`config.mk`:
```
export PLATFORM = sky130hd
export DESIGN_NAME = rpsh_out_queue_flat
export DESIGN_NICKNAME = d
export VERILOG_FILES = /design/src/rtl/rpsh_pkg.sv /design/src/rtl/rpsh_report_if.sv /design/src/rtl/rpsh_out_queue.sv /design/src/flat_wrapper.sv
export SDC_FILE = /design/constraint.sdc
export NUM_CORES = 1
export LEC_CHECK = 0
export ABC_CLOCK_PERIOD_IN_PS = 4850
export BUFFER_PORTS_ARGS = -buffer_cell sky130_fd_sc_hd__buf_2
export CAP_MARGIN = 5
export CORE_UTILIZATION = 40
export CTS_BUF_LIST = sky130_fd_sc_hd__clkbuf_4 sky130_fd_sc_hd__clkbuf_8
export CTS_CLUSTER_DIAMETER = 80
export CTS_CLUSTER_SIZE = 40
export DETAILED_ROUTE_END_ITERATION = 6
export MAX_ROUTING_LAYER = met4
export SLEW_MARGIN = 30
export SYNTH_ARGS = -nofsm -noshare
export SYNTH_HDL_FRONTEND = slang
export SYNTH_SLANG_ARGS = --single-unit
```
`constraint.sdc`:
```
create_clock -name clk -period 4.85 [get_ports clk]
set_input_delay 0.7275 -clock clk [delete_from_list [all_inputs] [get_ports clk]]
set_output_delay 0.7275 -clock clk [all_outputs]
set_load 0.005 [all_outputs]
```
`src/rtl/rpsh_pkg.sv`:
```
// shared types and codes of the read position statistics histogram
package rpsh_pkg;

    localparam logic [1:0] OP_BASE    = 2'd0;
    localparam logic [1:0] OP_EMPTY   = 2'd1;
    localparam logic [1:0] OP_READOUT = 2'd2;
    localparam logic [1:0] OP_CLEAR   = 2'd3;

    localparam logic [2:0] TBL_BASE_POS = 3'd0;
    localparam logic [2:0] TBL_QUAL_POS = 3'd1;
    localparam logic [2:0] TBL_LENGTH   = 3'd2;
    localparam logic [2:0] TBL_BASE_ALL = 3'd3;
    localparam logic [2:0] TBL_QUAL_ALL = 3'd4;
    localparam logic [2:0] TBL_SCALAR   = 3'd5;

    localparam logic [5:0] SCL_READS    = 6'd0;
    localparam logic [5:0] SCL_BASES    = 6'd1;
    localparam logic [5:0] SCL_LONGEST  = 6'd2;
    localparam logic [5:0] SCL_TOP_QUAL = 6'd3;

    localparam logic KIND_READ_END = 1'b0;
    localparam logic KIND_READOUT  = 1'b1;

    localparam logic [1:0] ST_OK        = 2'd0;
    localparam logic [1:0] ST_TOO_LONG  = 2'd1;
    localparam logic [1:0] ST_BAD_INDEX = 2'd2;

    localparam int         NUM_BASES = 5;
    localparam logic [2:0] BASE_N    = 3'd4;

    localparam logic [2:0] SRC_DIRECT   = 3'd0;
    localparam logic [2:0] SRC_BASE_POS = 3'd1;
    localparam logic [2:0] SRC_QUAL_POS = 3'd2;
    localparam logic [2:0] SRC_LENGTH   = 3'd3;
    localparam logic [2:0] SRC_QUAL_ALL = 3'd4;

    localparam int         OUT_SLOTS = 3;

    typedef struct packed {
        logic [1:0]  op;
        logic [2:0]  base_code;
        logic [5:0]  quality;
        logic        last_in_read;
        logic [2:0]  table_select;
        logic [10:0] position;
        logic [5:0]  bin;
    } feed_word_t;

    typedef struct packed {
        logic        kind;
        logic [31:0] value;
        logic [1:0]  status;
    } report_word_t;

    typedef struct packed {
        logic valid;
        logic bump;
        logic clear;
    } bank_ctl_t;

endpackage

```
`src/rtl/rpsh_report_if.sv`:
```
// output channel carrying end-of-read status and counter readout words
interface rpsh_report_if;
    logic                    valid;
    logic                    ready;
    rpsh_pkg::report_word_t  data;

    modport source (output valid, output data, input ready);
    modport sink (input valid, input data, output ready);
endinterface

```
`src/rtl/rpsh_out_queue.sv`:
```
// three-slot result queue between the update pipeline and the report channel
module rpsh_out_queue (
    input  logic                    clk,
    input  logic                    rst_n,
    input  logic                    push,
    input  rpsh_pkg::report_word_t  push_word,
    rpsh_report_if.source           report,
    output logic [1:0]              fill
);

    localparam logic [1:0] LAST_SLOT = 2'(rpsh_pkg::OUT_SLOTS - 1);

    rpsh_pkg::report_word_t slot_reg [rpsh_pkg::OUT_SLOTS];
    logic [1:0] head_reg;
    logic [1:0] tail_reg;
    logic [1:0] fill_reg;
    logic       pop;

    assign report.valid = (fill_reg != 2'd0);
    assign report.data  = slot_reg[head_reg];
    assign pop          = report.valid && report.ready;
    assign fill         = fill_reg;

    always_ff @(posedge clk)
    begin
        if (push)
        begin
            slot_reg[tail_reg] <= push_word;
        end
    end

    always_ff @(posedge clk or negedge rst_n)
    begin
        if (!rst_n)
        begin
            head_reg <= '0;
            tail_reg <= '0;
            fill_reg <= '0;
        end
        else
        begin
            if (push)
            begin
                tail_reg <= (tail_reg == LAST_SLOT) ? 2'd0 : tail_reg + 2'd1;
            end
            if (pop)
            begin
                head_reg <= (head_reg == LAST_SLOT) ? 2'd0 : head_reg + 2'd1;
            end
            if (push && !pop)
            begin
                fill_reg <= fill_reg + 2'd1;
            end
            else if (pop && !push)
            begin
                fill_reg <= fill_reg - 2'd1;
            end
        end
    end

endmodule

```
`src/flat_wrapper.sv`:
```
// flat-port wrapper written by rule: the top's interface ports become plain ports
module rpsh_out_queue_flat 
  (clk, rst_n, push, push_word, fill, report_valid, report_data, report_ready);
  rpsh_report_if report_i ();
  input  logic clk;
  input  logic rst_n;
  input  logic push;
  input  rpsh_pkg::report_word_t push_word;
  output logic [1:0] fill;
  output wire logic [$bits(report_i.valid)-1:0] report_valid;
  output wire logic [$bits(report_i.data)-1:0] report_data;
  input wire logic [$bits(report_i.ready)-1:0] report_ready;
  assign report_valid = report_i.valid;
  assign report_data = report_i.data;
  assign report_i.ready = report_ready;
  rpsh_out_queue u_core (.clk(clk), .rst_n(rst_n), .push(push), .push_word(push_word), .report(report_i), .fill(fill));
endmodule
```
=== After elaboration in Yosys (flattened, before gate mapping) ===
Memory sizes are Yosys's and may differ from the RTL's.
Cells that the tools add are included.

* Multiplexer cells: 6
* Add/sub/neg operators: 4
* Eq/ne operators: 2
* Reductions and logical operators: 7

{| class="wikitable"
|+ Operators with widths
! cell !! count
|-
| $mux W2 || 4
|-
| $add A2 B1 Y2 const B || 3
|-
| $eq A2 B2 Y1 const B || 2
|-
| $reduce_bool A2 Y1 || 2
|-
| $logic_and A1 B1 Y1 || 3
|-
| $logic_not A1 Y1 || 2
|-
| $mux W1 || 2
|-
| $sub A2 B1 Y2 const B || 1
|}

* RAM bits: 105
* Register bits after elaboration: 6
* Logic and storage cells: 23
* Memories kept: 1
* Input port bits: 39

{| class="wikitable"
|+ Memories
! memory !! words !! bits a word !! rd ports !! clocked after Yosys merged registers in !! wr ports !! RTL line !! RTL
|-
| u_core.slot_reg || 3 || 35 || 1 || 0 || 1 || rpsh_out_queue.sv:13 || <nowiki>rpsh_pkg::report_word_t slot_reg [rpsh_pkg::OUT_SLOTS];</nowiki>
|}

=== Longest topological paths before layout ===
Gate-level depths: netlist (run 1).

* Depth after elaboration: 5
* Mapped depth: 5

=== Worst setup path before layout (run 1) ===
No wires, ideal clock.

* Path type: input to register
* Start: in push
* End: mem u_core.slot_reg[2][0] (netlist name) (enable)
* Library setup time: 0.478 ns
* Path slack: 0.988 ns
* Stages on the path: 2
* Arrival time: 3.384 ns
* Path buffers: 0
* Path through: inv_1 > nor3b_1

* Longest elaborated chain between the ends: 2

{| class="wikitable"
|+ RTL lines
! what !! RTL line !! RTL
|-
| from (decl) || flat_wrapper.sv:7 || <nowiki>input logic push;</nowiki>
|-
| $mux W1 || rpsh_out_queue.sv:26 || <nowiki>if (push)</nowiki>
|-
| $mux W1 (not written as such) || rpsh_out_queue.sv:28 || <nowiki>slot_reg[tail_reg] <= push_word;</nowiki>
|-
| to (decl) || rpsh_out_queue.sv:13 ||
|}

Every way passes these cells.

=== Final worst setup path (run 1) ===
* Start: reg u_core.head_reg[1]
* End: out report_data[6]

* Longest elaborated chain between the ends: 1

{| class="wikitable"
|+ RTL lines
! what !! RTL line !! RTL
|-
| from (decl) || rpsh_out_queue.sv:14 || <nowiki>logic [1:0] head_reg;</nowiki>
|-
| from (signal assigned) || rpsh_out_queue.sv:48 || <nowiki>head_reg <= (head_reg == LAST_SLOT) ? 2'd0 : head_reg + 2'd1;</nowiki>
|-
| $mem_v2 Z3 W35 || - ||
|-
| to (decl) || flat_wrapper.sv:11 || <nowiki>output wire logic [$bits(report_i.data)-1:0] report_data;</nowiki>
|}

Every way passes these cells.

==> results of run 1 <==
## per-layer routing
metal / vias to the layer above / GRT usage [%]
met2: 69 / 23.48
li1: 1084 / -
met5: - / -
met1: 1039 / 15.29
met3: 5 / 4.887
met4: 0 / 4.694
## cells in the mapped netlist
master and instances:
o21ai_1 37, clkbuf_1 4, nand2_1 37, mux2i_1 35
xnor2_1 1, dfrtp_1 6, nor3_1 2, nor3b_1 1
or2_1 1, buf_2 4, buf_6 1, inv_1 1
a21o_1 3, edfxtp_1 105, buf_4 1, nor2_1 2
ha_1 1, buf_8 2, nand2b_1 1, xor2_1 2
## final cells by class
type	instances	area (µm²)
fill	874	5020
sequential	111	3308
multi-input combinational	123	790.8
timing repair buffer	83	447.9
tap	133	166.4
clock buffer	11	138.9
clock inverter	5	33.78
inverter	1	3.754
## worst reg2reg max path: stages (launching register included)
cell and delay [ns]:
dfrtp_1 0.42, nand2_1 0.11, nor2_4 0.36, buf_8 0.23, buf_8 0.17
## path summary, 6_finish.rpt
path	slack (ns)	start	endpoint	cells past startpoint
worst max-delay path	2.21	u_core.head_reg[1]	report_data[6]	4
worst min-delay path	0.18	rst_n	u_core.tail_reg[0]	1
worst max register to register	3.28	u_core.tail_reg[0]	u_core.slot_reg[1][18]	4
worst min register to register	0.51	u_core.fill[1]	u_core.fill[1]	1
max in group asynchronous	4.51	rst_n	u_core.head_reg[0]	1
min in group clk	0.51	u_core.fill[1]	u_core.fill[1]	1
## per-stage QoR
| stage | setup WS (ns) | total power, µW | utilization [%] | hold WS [ns] |
|---|---|---|---|---|
| after floorplan | 0.9880 | 1841 | - | 0.4319 |
| after global placement | 2.424 | 2137 | 47.27 | 0.4996 |
| after detailed placement | 2.570 | 2152 | 47.60 | 0.5030 |
| after CTS | 2.152 | 2629 | 49.34 | 0.1597 |
| after global routing | 1.984 | 2755 | 49.34 | 0.1636 |
| final | 2.205 | 2586 | 49.34 | 0.1810 |
## power breakdown
part	internal [µW]	total, µW	switching, µW
registers	1230	1390	161
clock network	198	474	276
logic	350	717	367
total	1780	2590	804
## logic make-up after synthesis
logic type / Yosys count
AND/OR/NAND/NOR: 44
multiplexers: 35
adder cells (fa/ha/maj): 1
flip-flops: 111
buffers and inverters: 13
AO/OA/AOI/OAI: 40
XOR/XNOR: 3
==> flow_summary.ini, run 1 <==
[run_status]
status = finished, final reports clean

[flow_run]
cap_violations = 0

[route]
via_count = 2197
firstDrtPassIters = 5
highest_layer = met4
wl_met3_um = 448
drt_iter0_drc = 85
wirelength_um = 6721
m1WireLength_um = 2849
drc_errors = 0
wl_per_cell_um = 14.39
routed_via_density = 4.704
drtAntennaViolNets = 0
wl_met2_um = 3374

[setup_path]
cp.arrival_ns = 1.92
cp_top_family = flip-flops
start_kind = flop
crit_path_max_incr_delay_ns = 0.72
critPathBufInv = 2
path_class = reg -> out
path_cells = buf_4 > nand2_1 > o21ai_1 > buf_2
slowest_stage = dfrtp_2
cp_max_fo = 42
cp.required_ns = 4.12
crit_path_end_kind = primary output

[clocking]
ctsResizeCount = 0
cts_buffer_depth = 2
clock_sinks = 111
numCtsBuffers = 9
cts.htree.levels = 3
clkTransAtPathRegs_ns = 0.09
tritoncts = yes
insertion_delay_ns = 0.35
ctsHoldBuffers = 0
root_buffer = clkbuf_8
postCtsSetupBuffers = 0

[placement]
place_area_um2 = 4717
gp_congestion = 0.6616
portBuffers = 76
hpwl_um = 4235
placed_cells_incl_taps = 451

[power_and_ir_drop]
vdd_ir_drop_max_uv = 246.4
cellPowerDensity_nw_per_um2 = 528.9
p_leak_uw = 0.001804

[logic_synthesis]
postSynthAreaPerCell_um2 = 16.86
postSynthCellCount = 247
yosysTopAreaCell = edfxtp_1
synthDistinctLibCells = 20
yosysTopAreaCellShare_pct = 75.72
ys_seq_area_share_pct = 79.33
synth_top_family_by_area = multiplexers
synth_mux_area_share_pct = 8.413
ys_warn_count = 0
syn_area_um2 = 4164
synthXorXnorAreaFrac_pct = 0.6310
synth_seq_cells = 111
synthSimpleGateAreaFrac_pct = 4.237
synth_nets = 287
synth_compound_area_share_pct = 4.988
synth.area.top_cells = edfxtp_1 76%, mux2i_1 8.4%, o21ai_1 4.4%
yosys.area_share.adder_pct = 0.3005

[floorplanning]
die_y_um = 104.0
rows = 36
coreArea_um2 = 9910
die-area_um2 = 10820
die_w_um = 104.0
pin_count = 77
start_util_pct = 42.02

[global_route]
grt-ovfl-total = 0
grt_max_degree = 43
grt_usage_pct = 13.90
antenna_found_initial = 0
first_global_vias = 2229
grt_pass1_wl_um = 10970

[timing]
hold_viol = 0
max_freq_mhz = 378.1
relSlewSlack_pct = 54.39
skew_ns = 0.008492
slew_violations = 0
period_share_pct = 54.53
worstMarginPinSlew_ns = 0.6841
setup-tns-final_ns = 0
fin_crit_ns = 2.645
grt_setup_unrepaired = no
setup_violations = 0

[finish]
finalNetCount = 369
fin_area_um2 = 4890
antenna_cells = 0
largest_reg_flops = 105
layout_common_cells = 105 x edfxtp_1, 76 x buf_2, 37 x nand2_1, 37 x o21ai_1, 35 x mux2i_1
syn_to_final_growth_pct = 17.43
final_cells = 467
drive_above_1_share_pct = 31.14
final_common_cell = edfxtp_1

[hold_path]
hp-class = in -> async
Note: power is estimated with default switching activity, not from simulation.
==> run 2, diff against run 1 <==
ABC_CLOCK_PERIOD_IN_PS = 2800   (was 4850)
clock period = 2.8 ns   (was 4.85 ns; I/O delays follow)
==> run 2 against run 1 <==
Net effect:
- sequential power grew 71%
- final area grew 0.61%
- via count grew 1.6%
- clock power grew 83%
- flip-flop and latch count is the same
- global-route usage grew 0.33 points
- die area is the same
- hold slack gained 0.063 ns
- final cell count grew 0.43%
- first-iteration DRC count grew 13%
- critical path depth is the same
- critical path type unchanged
- largest cell class unchanged
==> flow_summary.ini, run 2 (synthesis results as in run 1) <==
[timing]
fin_crit_ns = 2.282
skew_ns = 0.006323
hold_viol = 0
worstMarginPinSlew_ns = 0.6319
grt_setup_unrepaired = no
max_freq_mhz = 438.2
whs_ns = 0.2436
period_share_pct = 81.50
setup-tns-final_ns = 0
setup_violations = 0
slew_violations = 0
relSlewSlack_pct = 57.87

[clocking]
tritoncts = yes
clkTransAtPathRegs_ns = 0.10
root_buffer = clkbuf_8
clock_sinks = 111
cts_buffer_depth = 2
ctsResizeCount = 0
cts.htree.levels = 3
postCtsSetupBuffers = 0
insertion_delay_ns = 0.37
ctsHoldBuffers = 1
numCtsBuffers = 9

[setup_path]
worstRegToRegCells = 3
timing.critical_path.to = report_data[5]
cp.required_ns = 2.38
path_class = reg -> out
crit_path_end_kind = primary output
ff2ff_setup_slack_ns = 1.22
cp.arrival_ns = 1.86
cp_max_fo = 37
r2r-end = u_core.slot_reg[1][31]
startpoint = u_core.head_reg[1]
start_kind = flop
r2r-start = u_core.tail_reg[0]

[finish]
layout_common_cells = 105 x edfxtp_1, 76 x buf_2, 37 x nand2_1, 37 x o21ai_1, 35 x mux2i_1
syn_to_final_growth_pct = 18.15
final_common_cell = edfxtp_1
largest_reg_flops = 105
finalNetCount = 371
antenna_cells = 0
nFillCells = 870
drive_above_1_share_pct = 31.25

[global_route]
grt-ovfl-total = 0
grt_pass1_wl_um = 11060
antenna_found_initial = 0
grt_max_degree = 38
first_global_vias = 2142
grt_usage_pct = 14.22

[floorplanning]
pin_count = 77
die_w_um = 104.0
coreArea_um2 = 9910
start_util_pct = 42.02
die_y_um = 104.0
rows = 36
die-area_um2 = 10820

[power_and_ir_drop]
p_leak_uw = 0.001825
vdd_ir_drop_max_uv = 444.3
cellPowerDensity_nw_per_um2 = 928.5

[placement]
portBuffers = 76
gp_congestion = 0.6951
hpwl_um = 4444

[flow_run]
cap_violations = 0

[route]
via_count = 2233
drt_iter0_drc = 96
drtAntennaViolNets = 0
wirelength_um = 7029
wl_per_cell_um = 14.99
routed_via_density = 4.761
firstDrtPassIters = 4
drc_errors = 0

[run_status]
status = finished, final reports clean

[hold_path]
hp-class = in -> reg
-- run 2: cell types whose count changed in the layout (fill, tap and decap cells not counted), sizes merged --
cell	before	now
buf	83	84
clkbuf	11	9
clkinv	2	3
clkinvlp	2	0
dlygate4sd3	0	1
inv	2	5
-- run 2: worst min-delay path by stage --
stage	from	to	depth (start not counted)
floorplan	rst_n	u_core.fill[0]	0
global placement	rst_n	u_core.fill[1]	1
detailed placement	rst_n	u_core.fill[1]	1
CTS	push_word[3]	u_core.slot_reg[2][3]	1
global route	push_word[33]	u_core.slot_reg[2][33]	1
finish	push_word[27]	u_core.slot_reg[0][27]	1
-- run 2: layout make-up --
type / instances / area, µm² / area share (%)
Tap cell: 133 / 166.4 / 3.383
Clock buffer: 9 / 123.9 / 2.518
Timing Repair Buffer: 85 / 462.9 / 9.410
Inverter: 1 / 3.754 / 0.07630
Sequential cell: 111 / 3306 / 67.19
Clock inverter: 7 / 53.80 / 1.094
Multi-Input combinational cell: 123 / 803.3 / 16.33
-- run 2: per-stage QoR --
stage / std cells / util [%] / instance area [µm²] / setup WS [ns] / total power (µW)
2_1_floorplan: 247 / - / 4174 / 0.3881 / 3187
3_3_place_gp: 452 / 47.75 / 4732 / 0.8951 / 3765
3_5_place_dp: 452 / 47.75 / 4732 / 0.8974 / 3779
4_1_cts: 469 / 49.65 / 4920 / 0.4788 / 4648
5_1_grt: 469 / 49.65 / 4920 / 0.2959 / 4857
6_report: 469 / 49.65 / 4920 / 0.5181 / 4568
-- run 2: critical path: stages (launching register included) --
cell     delay [ns]
dfrtp_2        0.79
buf_4          0.38
nand2_1        0.07
o21ai_1        0.11
buf_2          0.14
-- run 2: report_power, final --
part / internal (µW) / total [µW] / leakage [µW] / switching (µW)
clock: 335 / 866 / 0.0000948 / 531
sequential: 2130 / 2370 / 0.00104 / 233
combinational: 632 / 1330 / 0.000690 / 701
total: 3100 / 4570 / 0.00183 / 1470
-- run 2: routing by layer --
metal / global-route usage [%] / routed length [µm] / up-vias
met2: 22.62 / 3473 / 68
met1: 16.59 / 3002 / 1066
li1: - / - / 1090
met4: 5.204 / 86 / 0
met3: 5.201 / 467 / 9
met5: - / 0 / -
==> run 3, diff against run 2 <==
ABC_AREA = 1   (was not set)
ABC_CLOCK_PERIOD_IN_PS = 2000   (was 2800)
clock period = 2 ns   (was 2.8 ns; I/O delays follow)
==> run 3 against run 2 <==
Net effect:
- synthesized cell count up 19%
- flip-flop and latch count unchanged
- global-route usage up 1.2 points
- worst setup slack worse by 0.38 ns
- largest cell class unchanged
- clock-buffer cell count up 2
- largest power group unchanged
==> flow_summary.ini, run 3 <==
[timing]
fin_crit_ns = 1.863
skew_ns = 0.007238
slew_violations = 0
whs_ns = 0.1264
max_freq_mhz = 536.8
setup-tns-final_ns = 0
worstMarginPinSlew_ns = 0.3381
grt_setup_unrepaired = no
period_share_pct = 93.15
setup_violations = 0
relSlewSlack_pct = 77.41
hold_viol = 0

[placement]
gp_congestion = 0.6702
hpwl_um = 4589
portBuffers = 76

[finish]
syn_to_final_growth_pct = 19.25
layout_common_cells = 105 x nand2_1, 105 x edfxtp_1, 76 x buf_2
antenna_cells = 0
finalNetCount = 427
largest_reg_flops = 105
drive_above_1_share_pct = 31.38
seq_area_um2 = 3306
multi_input_area_um2 = 752.0
nFillCells = 871

[global_route]
grt_usage_pct = 15.45
grt_max_degree = 37
antenna_found_initial = 0
grt_pass1_wl_um = 12290
first_global_vias = 2430
grt-ovfl-total = 0

[setup_path]
crit_path_max_incr_delay_ns = 0.51
cp_max_fo = 36
cp.arrival_ns = 1.56
path_class = reg -> out
crit_path_end_kind = primary output
slowest_stage = dfrtp_2
cp.required_ns = 1.70
worstRegToRegCells = 4
start_kind = flop
path_cells = buf_6 > nand2_1 > nand3_1 > buf_2

[floorplanning]
coreArea_um2 = 9955
rows = 36
pin_count = 77
die_y_um = 104.3
start_util_pct = 42.06
die-area_um2 = 10880
die_w_um = 104.3

[power_and_ir_drop]
vdd_ir_drop_max_uv = 561.8
cellPowerDensity_nw_per_um2 = 1366
p_leak_uw = 0.001964

[logic_synthesis]
synthDistinctLibCells = 17
ys_seq_area_share_pct = 78.90
synth_nets = 334
postSynthAreaPerCell_um2 = 14.24
synth_flop_cell = edfxtp_1
synth_edf_count = 105
yosysTopAreaCell = edfxtp_1
synth.area.top_cells = edfxtp_1 75%, nand2_1 9.4%, nand3_1 4.8%
postSynthCellCount = 294
yosysTopAreaCellShare_pct = 75.31
syn_area_um2 = 4187
synthArstFlopShare_pct = 5.405
ys_top_cells_by_count = 105 x edfxtp_1, 105 x nand2_1, 40 x nand3_1
ys_warn_count = 0
synth_seq_cells = 111

[clocking]
numCtsBuffers = 9
cts_buffer_depth = 2
clkTransAtPathRegs_ns = 0.10
cts.htree.levels = 3
insertion_delay_ns = 0.36
clock_sinks = 111
root_buffer = clkbuf_8
tritoncts = yes

[flow_run]
cap_violations = 0

[run_status]
status = finished, final reports clean

[route]
drc_errors = 0
firstDrtPassIters = 4
drtAntennaViolNets = 0
via_count = 2447
drt_iter0_drc = 102
wl_per_cell_um = 14.87
routed_via_density = 4.661
wirelength_um = 7805

[hold_path]
min_path_cells = 1
hp-class = in -> reg
-- run 3: critical path, delay by kind of cell (launching register included) --
kind / cells / cell delay, ns
buffers and inverters: 2 / 0.47
flip-flops: 1 / 0.51
AND/OR/NAND/NOR: 2 / 0.21
-- run 3: area by class of cell --
| class | count | area share [%] |
|---|---|---|
| inverter | 9 | 0.6767 |
| clock inverter | 5 | 0.6767 |
| sequential | 111 | 66.22 |
| timing repair buffer | 92 | 11.25 |
| multi-input combinational | 164 | 15.06 |
| tap | 133 | 3.333 |
| clock buffer | 11 | 2.782 |
-- run 3: cell families (layout without fill, tap and decap cells) --
kind of cell / after synthesis / count (layout) / share of synthesized area (%)
adders and majority gates: 1 / 1 / 0.2988
buffers and inverters: 19 / 117 / 3.317
AOI/OAI and AO/OA: 2 / 2 / 0.2391
and+or+nand+nor: 160 / 160 / 17.04
DFF: 111 / 111 / 78.90
xor gates and xnor gates: 1 / 1 / 0.2092
-- run 3: where the power goes --
part           switching, µW  internal [µW]  total (µW)  leakage, µW
clock network            718            483        1200    0.0000882
registers                154           2990        3140      0.00104
logic                   1450           1030        2470     0.000835
total                   2320           4500        6820      0.00196
-- run 3: final timing paths --
check / startpoint / to / slack [ns]
worst max-delay path: u_core.head_reg[1] / report_data[24] / 0.14
worst min-delay path: push_word[30] / u_core.slot_reg[1][30] / 0.13
worst max register to register: u_core.tail_reg[0] / u_core.slot_reg[2][13] / 0.58
worst min register to register: u_core.fill[1] / u_core.fill[1] / 0.52
max in group asynchronous: rst_n / u_core.head_reg[0] / 1.54
min in group asynchronous: rst_n / u_core.fill[0] / 0.29
-- run 3: metrics by stage --
step                util [%]  power [µW]  cell area [µm²]  setup WS (ns)  cells
global placement       47.64        5524             4742         0.4297    502
finish                 50.15        6818             4992         0.1370    525
CTS                    49.52        6782             4930        0.02288    519
global route           50.15        7318             4992        0.02005    525
floorplan                  -        4623             4189         0.1936    294
detailed placement     47.64        5569             4742         0.4095    502
-- run 3: per-layer routing --
layer / vias up / wire (µm) / global-route usage (%)
li1: 1208 / - / -
met1: 1170 / 3435 / 17.93
met2: 59 / 3872 / 25.26
met3: 10 / 374 / 4.261
met4: 0 / 123 / 6.429
met5: - / 0 / -
-- run 3: repair_timing --
item                                    4_1_cts  5_1_grt
buffers inserted                              0        5
gates cloned                                  0        1
gates resized for setup                       2        0
pin swaps                                     0        1
hold buffers                                  1        0
endpoints found under the hold margin         6        0
endpoints found under the setup margin       13       17
